<file path="config.mk">
export PLATFORM = sky130hd
export DESIGN_NAME = steer_throttle_command_controller
export DESIGN_NICKNAME = d
export VERILOG_FILES = /design/src/design/stc_pkg.sv /design/src/design/steer_throttle_command_controller.sv /design/src/design/stc_front.sv /design/src/design/stc_queue.sv /design/src/design/stc_back.sv
export SDC_FILE = /design/constraint.sdc
export NUM_CORES = 1
export LEC_CHECK = 0
export ABC_CLOCK_PERIOD_IN_PS = 11030
export BUFFER_PORTS_ARGS = -buffer_cell sky130_fd_sc_hd__buf_2
export CAP_MARGIN = 20
export CELL_PAD_IN_SITES_DETAIL_PLACEMENT = 2
export CELL_PAD_IN_SITES_GLOBAL_PLACEMENT = 2
export CORE_MARGIN = 2
export CORE_UTILIZATION = 25
export DETAILED_ROUTE_END_ITERATION = 8
export HOLD_SLACK_MARGIN = 0.1
export PLACE_DENSITY_LB_ADDON = 0.1
export SETUP_SLACK_MARGIN = 0.5
export SLEW_MARGIN = 15
export SYNTH_ARGS = -nofsm -noshare
export SYNTH_HDL_FRONTEND = slang
export SYNTH_HIERARCHICAL = 1
export SYNTH_SLANG_ARGS = --single-unit
</file>
<file path="constraint.sdc">
create_clock -name clk -period 11.03 [get_ports clk]
set_input_delay 1.6545 -clock clk [delete_from_list [all_inputs] [get_ports clk]]
set_output_delay 1.6545 -clock clk [all_outputs]
set_load 0.02 [all_outputs]
</file>
<file path="src/design/stc_pkg.sv">
`timescale 1ns / 1ps
package stc_pkg;

  localparam int unsigned HALF_W = 14;

  localparam logic [2:0] MODE_NONE      = 3'd0;
  localparam logic [2:0] MODE_INIT      = 3'd1;
  localparam logic [2:0] MODE_STEER_ABS = 3'd2;
  localparam logic [2:0] MODE_STEER_REL = 3'd3;
  localparam logic [2:0] MODE_THR_ABS   = 3'd4;
  localparam logic [2:0] MODE_BRAKE     = 3'd5;
  localparam logic [2:0] MODE_FREEWHEEL = 3'd6;

  localparam logic signed [16:0] MAP_OFFSET = 17'sd1024;
  localparam logic signed [9:0]  THR_SPAN   = 10'sd510;
  localparam logic signed [31:0] THR_HALF   = 32'sd255;
  localparam int unsigned        MAP_SHIFT  = 11;

  // classified command, carried from the front end to the back end
  typedef struct packed {
    logic [2:0]         mode;
    logic               left_hit;
    logic               right_hit;
    logic signed [15:0] steer;
    logic               thr_rev;
    logic [7:0]         thr_duty;
  } stc_cmd_t;

endpackage

</file>
<file path="src/design/steer_throttle_command_controller.sv">
`timescale 1ns / 1ps
// Steering stepper and throttle command controller.
// Input stream: one transfer is one control-loop pass carrying a command
// (mode, value) and the two steering limit switch states. Output stream:
// one result per pass with step pulse, direction, position, destination
// and the latched throttle direction, duty and enable.
// cfg_wr_en / cfg_wr_data write half_travel; write only while idle.
// Path: the input transfer is registered in the multiply stage, then the
// two-entry command queue, then the result register. Throughput: one pass
// per cycle while out_tready stays high; the back end updates its state as
// it takes each command from the queue.
// Reset clears position, destination, direction, enable, throttle latch,
// half_travel and all pipeline valids.
// When the receiver stalls the result register holds, the queue fills,
// and in_tready drops once the multiply stage has nowhere to go.
module steer_throttle_command_controller import stc_pkg::*; (
  input  logic              clk,
  input  logic              rst_n,
  input  logic              cfg_wr_en,
  input  logic [HALF_W-1:0] cfg_wr_data,
  input  logic              in_tvalid,
  output logic              in_tready,
  // mode[2:0], value[18:3], left_limit_hit[19], right_limit_hit[20], zero pad
  input  logic [23:0]       in_tdata,
  output logic              out_tvalid,
  input  logic              out_tready,
  // step_pulse[0], step_dir_left[1], position[17:2], destination[33:18],
  // throttle_reverse[34], throttle_duty[42:35], throttle_on[43], zero pad
  output logic [47:0]       out_tdata
);

  stc_cmd_t    f_cmd, q_cmd;
  logic        f_valid, f_ready, q_valid, q_ready;
  logic [43:0] res_bits;

  stc_front u_front (
    .clk         (clk),
    .rst_n       (rst_n),
    .cfg_wr_en   (cfg_wr_en),
    .cfg_wr_data (cfg_wr_data),
    .in_valid    (in_tvalid),
    .in_ready    (in_tready),
    .in_mode     (in_tdata[2:0]),
    .in_value    (in_tdata[18:3]),
    .in_left     (in_tdata[19]),
    .in_right    (in_tdata[20]),
    .cmd_valid   (f_valid),
    .cmd_ready   (f_ready),
    .cmd         (f_cmd)
  );

  stc_queue u_queue (
    .clk        (clk),
    .rst_n      (rst_n),
    .push_valid (f_valid),
    .push_ready (f_ready),
    .push_data  (f_cmd),
    .pop_valid  (q_valid),
    .pop_ready  (q_ready),
    .pop_data   (q_cmd)
  );

  stc_back u_back (
    .clk       (clk),
    .rst_n     (rst_n),
    .cmd_valid (q_valid),
    .cmd_ready (q_ready),
    .cmd       (q_cmd),
    .out_valid (out_tvalid),
    .out_ready (out_tready),
    .out_bits  (res_bits)
  );

  assign out_tdata = {4'b0000, res_bits};

endmodule

</file>
<file path="src/design/stc_front.sv">
`timescale 1ns / 1ps
module stc_front import stc_pkg::*; (
  input  logic                clk,
  input  logic                rst_n,
  input  logic                cfg_wr_en,
  input  logic [HALF_W-1:0]   cfg_wr_data,
  input  logic                in_valid,
  output logic                in_ready,
  input  logic [2:0]          in_mode,
  input  logic signed [15:0]  in_value,
  input  logic                in_left,
  input  logic                in_right,
  output logic                cmd_valid,
  input  logic                cmd_ready,
  output stc_cmd_t            cmd
);

  logic [HALF_W-1:0]  half_r;
  logic               s1_v_r;
  logic [2:0]         s1_mode_r;
  logic               s1_left_r;
  logic               s1_right_r;
  logic signed [32:0] s1_sprod_r;
  logic signed [26:0] s1_tprod_r;

  logic signed [16:0] voff;
  logic signed [15:0] span2;
  logic               s1_adv;

  logic signed [31:0] sp, sq, sm, hs;
  logic signed [31:0] tp, tq, tm;
  logic signed [15:0] steer_c;
  logic signed [8:0]  thr_c;

  assign voff   = {in_value[15], in_value} + MAP_OFFSET;
  assign span2  = {1'b0, half_r, 1'b0};
  assign s1_adv = !s1_v_r || cmd_ready;
  assign in_ready = s1_adv;

  always_ff @(posedge clk) begin
    if (!rst_n) begin
      half_r <= '0;
      s1_v_r <= 1'b0;
    end else begin
      if (cfg_wr_en) begin
        half_r <= cfg_wr_data;
      end
      if (s1_adv) begin
        s1_v_r <= in_valid;
      end
    end
  end

  // products registered before the divide and clamp
  always_ff @(posedge clk) begin
    if (s1_adv && in_valid) begin
      s1_mode_r  <= in_mode;
      s1_left_r  <= in_left;
      s1_right_r <= in_right;
      s1_sprod_r <= voff * span2;
      s1_tprod_r <= voff * THR_SPAN;
    end
  end

  // truncating divide by 2048: bias negatives before the shift
  always_comb begin
    hs = {{(32-HALF_W){1'b0}}, half_r};
    sp = s1_sprod_r[31:0];
    sq = (sp + (sp[31] ? 32'sd2047 : 32'sd0)) >>> MAP_SHIFT;
    sm = sq - hs;
    if (sm < -hs) begin
      sm = -hs;
    end else if (sm > hs) begin
      sm = hs;
    end
    steer_c = sm[15:0];

    tp = {{5{s1_tprod_r[26]}}, s1_tprod_r};
    tq = (tp + (tp[31] ? 32'sd2047 : 32'sd0)) >>> MAP_SHIFT;
    tm = tq - THR_HALF;
    if (tm < -THR_HALF) begin
      tm = -THR_HALF;
    end else if (tm > THR_HALF) begin
      tm = THR_HALF;
    end
    thr_c = tm[8:0];
  end

  assign cmd_valid     = s1_v_r;
  assign cmd.mode      = s1_mode_r;
  assign cmd.left_hit  = s1_left_r;
  assign cmd.right_hit = s1_right_r;
  assign cmd.steer     = steer_c;
  assign cmd.thr_rev   = thr_c[8];
  assign cmd.thr_duty  = thr_c[8] ? 8'(-thr_c) : thr_c[7:0];

endmodule

</file>
<file path="src/design/stc_queue.sv">
`timescale 1ns / 1ps
module stc_queue import stc_pkg::*; (
  input  logic     clk,
  input  logic     rst_n,
  input  logic     push_valid,
  output logic     push_ready,
  input  stc_cmd_t push_data,
  output logic     pop_valid,
  input  logic     pop_ready,
  output stc_cmd_t pop_data
);

  stc_cmd_t   mem_r [2];
  logic       wr_ptr_r, rd_ptr_r;
  logic [1:0] cnt_r;
  logic       do_push, do_pop;

  assign push_ready = (cnt_r != 2'd2);
  assign pop_valid  = (cnt_r != 2'd0);
  assign do_push    = push_valid && push_ready;
  assign do_pop     = pop_valid && pop_ready;
  assign pop_data   = mem_r[rd_ptr_r];

  always_ff @(posedge clk) begin
    if (!rst_n) begin
      wr_ptr_r <= 1'b0;
      rd_ptr_r <= 1'b0;
      cnt_r    <= '0;
    end else begin
      if (do_push) begin
        wr_ptr_r <= !wr_ptr_r;
      end
      if (do_pop) begin
        rd_ptr_r <= !rd_ptr_r;
      end
      if (do_push && !do_pop) begin
        cnt_r <= cnt_r + 2'd1;
      end else if (do_pop && !do_push) begin
        cnt_r <= cnt_r - 2'd1;
      end
    end
  end

  always_ff @(posedge clk) begin
    if (do_push) begin
      mem_r[wr_ptr_r] <= push_data;
    end
  end

endmodule

</file>
<file path="src/design/stc_back.sv">
`timescale 1ns / 1ps
module stc_back import stc_pkg::*; (
  input  logic         clk,
  input  logic         rst_n,
  input  logic         cmd_valid,
  output logic         cmd_ready,
  input  stc_cmd_t     cmd,
  output logic         out_valid,
  input  logic         out_ready,
  output logic [43:0]  out_bits
);

  logic signed [15:0] pos_r, tgt_r;
  logic               dir_r, en_r, rev_r;
  logic [7:0]         duty_r;
  logic               out_v_r;
  logic [43:0]        out_r;

  logic signed [15:0] pos_nxt, tgt_nxt;
  logic               dir_nxt, en_nxt, rev_nxt, pulse;
  logic [7:0]         duty_nxt;
  logic signed [16:0] rel_sum;
  logic               load;

  assign load      = cmd_valid && (!out_v_r || out_ready);
  assign cmd_ready = load;

  always_comb begin
    pos_nxt  = pos_r;
    tgt_nxt  = tgt_r;
    dir_nxt  = dir_r;
    en_nxt   = en_r;
    rev_nxt  = rev_r;
    duty_nxt = duty_r;
    pulse    = 1'b0;
    rel_sum  = {tgt_r[15], tgt_r} + {cmd.steer[15], cmd.steer};

    // step toward the old target before the command runs
    if (tgt_r < pos_r) begin
      if (!cmd.left_hit) begin
        dir_nxt = 1'b1;
        pos_nxt = pos_r - 16'sd1;
        pulse   = 1'b1;
      end
    end else if (tgt_r > pos_r) begin
      if (!cmd.right_hit) begin
        dir_nxt = 1'b0;
        pos_nxt = pos_r + 16'sd1;
        pulse   = 1'b1;
      end
    end

    unique case (cmd.mode)
      MODE_INIT: begin
        en_nxt = 1'b1;
      end
      MODE_STEER_ABS: begin
        tgt_nxt = cmd.steer;
      end
      MODE_STEER_REL: begin
        if (rel_sum > 17'sd32767) begin
          tgt_nxt = 16'sh7fff;
        end else if (rel_sum < -17'sd32768) begin
          tgt_nxt = 16'sh8000;
        end else begin
          tgt_nxt = rel_sum[15:0];
        end
      end
      MODE_THR_ABS: begin
        if (en_r) begin
          rev_nxt  = cmd.thr_rev;
          duty_nxt = cmd.thr_duty;
        end
      end
      default: begin
      end
    endcase
  end

  always_ff @(posedge clk) begin
    if (!rst_n) begin
      pos_r   <= '0;
      tgt_r   <= '0;
      dir_r   <= 1'b0;
      en_r    <= 1'b0;
      rev_r   <= 1'b0;
      duty_r  <= '0;
      out_v_r <= 1'b0;
    end else begin
      if (load) begin
        pos_r   <= pos_nxt;
        tgt_r   <= tgt_nxt;
        dir_r   <= dir_nxt;
        en_r    <= en_nxt;
        rev_r   <= rev_nxt;
        duty_r  <= duty_nxt;
        out_v_r <= 1'b1;
      end else if (out_ready) begin
        out_v_r <= 1'b0;
      end
    end
  end

  always_ff @(posedge clk) begin
    if (load) begin
      out_r <= {en_nxt, duty_nxt, rev_nxt, tgt_nxt, pos_nxt, dir_nxt, pulse};
    end
  end

  assign out_valid = out_v_r;
  assign out_bits  = out_r;

  a_pos_hold: assert property (@(posedge clk) disable iff (!rst_n)
    !load |=> $stable(pos_r))
    else $error("position moved without a transfer");

  a_out_match: assert property (@(posedge clk) disable iff (!rst_n)
    load |=> (out_r[17:2] == pos_r && out_r[33:18] == tgt_r))
    else $error("result register disagrees with state");

  a_en_sticky: assert property (@(posedge clk) disable iff (!rst_n)
    en_r |=> en_r)
    else $error("throttle enable dropped");

endmodule
</file>
# == After elaboration in Yosys (flattened, before gate mapping) ==
# Memories as Yosys holds them, arrays and structs flattened. A register that Yosys moved wholly into a read port is not among the register bits.
# Index checks and enable logic that the tools add are counted.
# classes
n_addsub,12
mul,2
order_cmp,8
eq_ne,5
n_mux,35
n_reduce_logical,17
# ops
operator,n
$mux 16,8
$add 32x12->32,1
$lt 22x32->1,1
$neg 14->32,1
$pmux 16 s2,1
$mul 17x15->31,1
$add 27x12->28,1
$mul 17x9->26 const B,1
$mux 8,3
$gt 22x15->1,1
$gt 22x9->1 const B,1
$lt 22x9->1 const B,1
$mux 11,2
$sub 21x15->22,1
$mux 9,2
$sub 17x9->18 const B,1
$add 16x12->17 const B,1
$add 16x16->17,1
$gt 17x16->1 const B,1
$lt 17x16->1 const B,1
$mux 1,17
$add 16x2->16 const B,1
$gt 16x16->1,1
$lt 16x16->1,1
13 further kinds,28
# totals
regBits,169
ramBits,60
output_inout_bits,50
memories,1
# mem_list
name,depth,width,read_ports,rd_clocked_by_memory_dff,wr,line_no,rtl
u_queue.mem_r,2,30,1,1,1,stc_queue.sv:13,stc_cmd_t mem_r [2];

# == Depth between registers and ports, before layout ==
# depth
depth_word,8
depth_mapped,32
mapped_depth_nobuf,29

# == Cells and area by module ==
# The synthesis kept the hierarchy.
# modules_own_cells
mod,instances,cells_each,area_per_inst_um2,seq_area_each_um2
stc_front,1,2085,18796.8,2162.1
stc_back,1,615,5612.9,2202.1
stc_queue,1,117,2397.3,1901.8
steer_throttle_command_controller,1,5,33.8,0.0

# == Least setup slack after synthesis ==
# No wires, ideal clock.
# synth_timing
kind,input to register
start,in in_tdata[13]
end,reg u_front.s1_sprod_r[31] (data pin)
setup_time_ns,0.259
arrival_ns,8.169
path_slack_ns,2.602
path_stages,23
n_path_buf,2
path_cell_list,clkbuf_1 > clkinv_1 > ha_1 > clkbuf_1 > nor2_1 > fa_1 > fa_1 > fa_1 > fa_1 > fa_1 > fa_1 > ha_1 > and3_1 > and3_1 > nand3_1 > a21oi_1 > o31ai_1 > a21oi_1 > o41ai_1 > o21ai_0 > a21o_1 > a21oi_1 > xnor2_1
# synth_between
elab_chain_cells,2
# synth_lines
element,line_no,rtl
from (decl),steer_throttle_command_controller.sv:24,"input logic [23:0] in_tdata,"
$add 16x12->17,stc_front.sv:35,"assign voff = {in_value[15], in_value} + MAP_OFFSET;"
$mul 17x15->31,stc_front.sv:60,s1_sprod_r <= voff * span2;
to (signal assigned),stc_front.sv:60,
to (decl),stc_front.sv:23,logic signed [32:0] s1_sprod_r;
# Every way passes these cells.
# A chain may end at the register's enable or synchronous reset.

# == Worst setup path after layout ==
# layout_timing
start,in in_tdata[14]
end,reg u_front.s1_sprod_r[31] (data pin)
# The elaborated chain is that of the path after synthesis.

==> summary.txt <==
Outcome
  – Status: finished, final reports clean

CTS
  – CTS sink count: 230
  – Clk root buf: clkbuf_16
  – Clock Latency Late Sink: 0.57 ns
  – Bufs on Longest Clock Path: 3
  – Hold buffers post-CTS: 0
  – H-tree depth: 1
  – CTS buffer count: 29
  – Post-cts sizing count: 0
  – CTS tree: yes
  – CTS clk-pin slew, worst paths: about 0.060 ns
  – Setup bufs post-CTS: 0

Timing
  – Final Hold Viols: 0
  – Slew margin rel.: 26.74%
  – Worst slew pin tran: 1.097 ns
  – Final Max Tran Viols: 0
  – Fmax: 0.1105 GHz
  – Hold WS: 0.4537 ns
  – TNS Setup: 0 ns
  – Final period util: 82.02%
  – Clk_skew: 0.01040 ns
  – Crit path time final: 9.047 ns
  – RSZ-0062 raised after global routing: no
  – Final setup fails: 0

GRT
  – Antenna violations before repair: 4
  – First-pass GRT wire length: 137.4 mm
  – GRT Overall Usage: about 16%
  – Largest net degree at the start of global routing: 80
  – Vias in the first global route: approximately 23000
  – Grt ovf: 0

Logic synthesis
  – Post-Syn Instances: 2822
  – Largest area contributor in the netlist: fa_1
  – Synth area leaders: fa_1 (23%), edfxtp_1 (19%), ha_1 (11%)
  – Share of the synthesized area in the top cell type: 22.67%
  – Syn_area_per_cell: approximately 9.5 um2
  – EDFF count, synth: roughly 170
  – Synth async-reset ratio: 0%
  – Synth cell types: 102
  – Ys flop type: edfxtp_1
  – Syn Std Cell Area: 0.02684 mm2
  – Sequential share of the synthesized area: 23.35%
  – Yosys Warn Count: 6
  – #FFs+latches synth: 230

Routing
  – Antenna-violating nets left: 0
  – Via count: around 20000
  – 1st-pass router iterations: 4
  – Via density: 4.735
  – DR WL/cell: roughly 20 um
  – Wirelength, routed: approximately 87 mm
  – Drt drc: 0
  – DRT iter0 DRCs: a little over 700

Placed design
  – HPWL after detailed placement: 69.77 mm
  – GP Congestion: 0.7771
  – Dpl cells: around 4300
  – Port buffer count: 85

Hold path
  – Worst hold path cell count: 0
  – HP Start: u_front/s1_right_r
  – Hold Crit Class: reg2reg
  – Worst Hold End: u_queue/mem_r[0][25]

Die
  – Chip height: 331.7 um
  – I/O pin count: 93
  – Core area: 0.1068 mm2
  – Initial core utilization: 25.14%
  – Row count: 120
  – Die width: 331.7 um
  – Die ar.: 0.1100 mm2

Setup path
  – Startpoint type of the worst setup path: input pin
  – Worst reg2reg path depth: 27
  – Critical Path Fanout Max: 14
  – Crit-path cells: buf_2 -> ha_1 -> nand4_1 -> and2_1 -> inv_1 -> nor2_1 -> fa_1 -> fa_1 -> inv_1 -> fa_1 -> inv_1 -> fa_1 -> fa_1 -> fa_1 -> ha_1 -> a21o_1 -> a21oi_1 -> a21oi_1 -> o41ai_1 -> o21ai_0 -> a21o_1 -> a21oi_1 -> xnor2_1
  – Critical Path AT: 9.36 ns
  – Slowest cell delay on critical path: 0.76 ns
  – Crit path from: in_tdata[14]
  – WS Path Type: in2reg
  – Crit path capture type: register
  – Worst EP required: 11.35 ns
  – Buf+Inv Stages, Crit Path: 4
  – R2r startpoint: u_front/s1_sprod_r[31]
  – Slowest-stage cell, CP: and2_1
  – Critical R2R Capture: u_queue/mem_r[0][24]
  – Top cell by count, worst path: fa_1
  – Cell family with most CP delay: adder cells
  – R2R setup slack: around 2.4 ns

Final layout
  – Most common cell after layout, fill and taps aside: inv_1
  – Most frequent cells in the layout: inv_1 (415), fa_1 (304), nand2_1 (266)
  – Final Non-Filler Cells: 4311
  – Share of layout cells above drive strength 1: under 10%
  – Area Growth Syn to Fin: 11.43%
  – Layout net count: ~3500

Power and ir drop
  – Peak supply drop: 0.0001285 V
  – Power Dens Cells: 298.4 mW/mm2
  – Leak pwr: approximately 13 nW

Flow run
  – Max-cap violations: 0
[per-stage QoR]
| stage | power [mW] | cell area, um2 | worst slack [ns] | util, % |
|---|---|---|---|---|
| 6_report | 8.925 | 29910 | 1.983 | 28.02 |
| 5_1_grt | 9.894 | 29910 | 1.403 | 28.01 |
| 4_1_cts | 9.119 | 29910 | 1.773 | 28.01 |
| 2_1_floorplan | 6.255 | 26850 | 2.602 | - |
| 3_5_place_dp | 8.012 | 28870 | 1.160 | 27.04 |
| 3_3_place_gp | 7.805 | 28860 | 1.251 | 27.03 |
[synth_stat cells (all sizes together), types with 32 or more instances]
cell type    n
inv        418
dfxtp       64
xor2        38
ha         236
fa         304
mux2        41
clkbuf      64
a21oi      124
a21o        34
nand3       60
and2        94
o21ai      102
nand4       36
edfxtp     166
nor2       161
xnor2      105
nor3        38
nor2b       32
mux2i       32
nand2      266
[worst max-delay path by stage]
stage                                   to  slack, ns  cells past startpoint
detailed placement  u_front/s1_sprod_r[31]       1.16                     23
global route        u_front/s1_sprod_r[31]       1.40                     23
global placement    u_front/s1_sprod_r[31]       1.25                     23
floorplan           u_front/s1_sprod_r[31]       2.60                     23
finish              u_front/s1_sprod_r[31]       1.98                     23
CTS                 u_front/s1_sprod_r[31]       1.77                     23
[layer usage]
layer	vias to the layer above	routed length [um]	GRT usage (%)
li1	9647	-	-
met1	10527	41670	21.40
met2	161	42310	27.77
met3	79	1318	1.121
met4	0	1558	2.992
met5	-	0	0
[layout make-up]
class / count / area [um2]
Tap cell: 1403 / 1755
Clock inverter: 23 / 292.8
Clock buffer: 31 / 743.2
Sequential cell: 230 / 6266
Multi-Input combinational cell: 2069 / 18520
Antenna cell: 1 / 2.502
Fill cell: 11883 / 76840
Timing Repair Buffer: 122 / 706.9
Inverter: 432 / 1622
[report_power, final]
group	internal [mW]	leakage (nW)	switching, mW
Clock	0.630	0.503	0.402
Combinational	2.40	10.4	3.74
Sequential	1.50	2.09	0.250
Total	4.53	13.0	4.40
[cell families after synthesis]
group | synth area share, %
and+or+nand+nor | 15.97
adders and majority gates | 33.68
buffers and inverters | 7.724
AOI/OAI and AO/OA | 11.70
DFF | 23.35
xor gates and xnor gates | 4.666
muxes | 2.913
other | 0.01397
[state kept, by name (all words and copies together), names as in the netlist, named ones only]
signal / flops
u_queue/mem_r: 60
u_back/out_bits: 44
u_front/s1_sprod_r: 31
u_front/s1_tprod_r: 26
u_back/pos_r: 16
u_back/tgt_r: 16
u_front/half_r: 14
u_back/duty_r: 8
u_front/s1_mode_r: 3
u_queue/cnt_r: 2
u_back/dir_r: 1
u_back/en_r: 1
u_back/out_valid: 1
u_back/rev_r: 1
u_front/cmd_valid: 1
u_front/s1_left_r: 1
u_front/s1_right_r: 1
u_queue/rd_ptr_r: 1
u_queue/wr_ptr_r: 1
(Power assumes the default switching activity.)
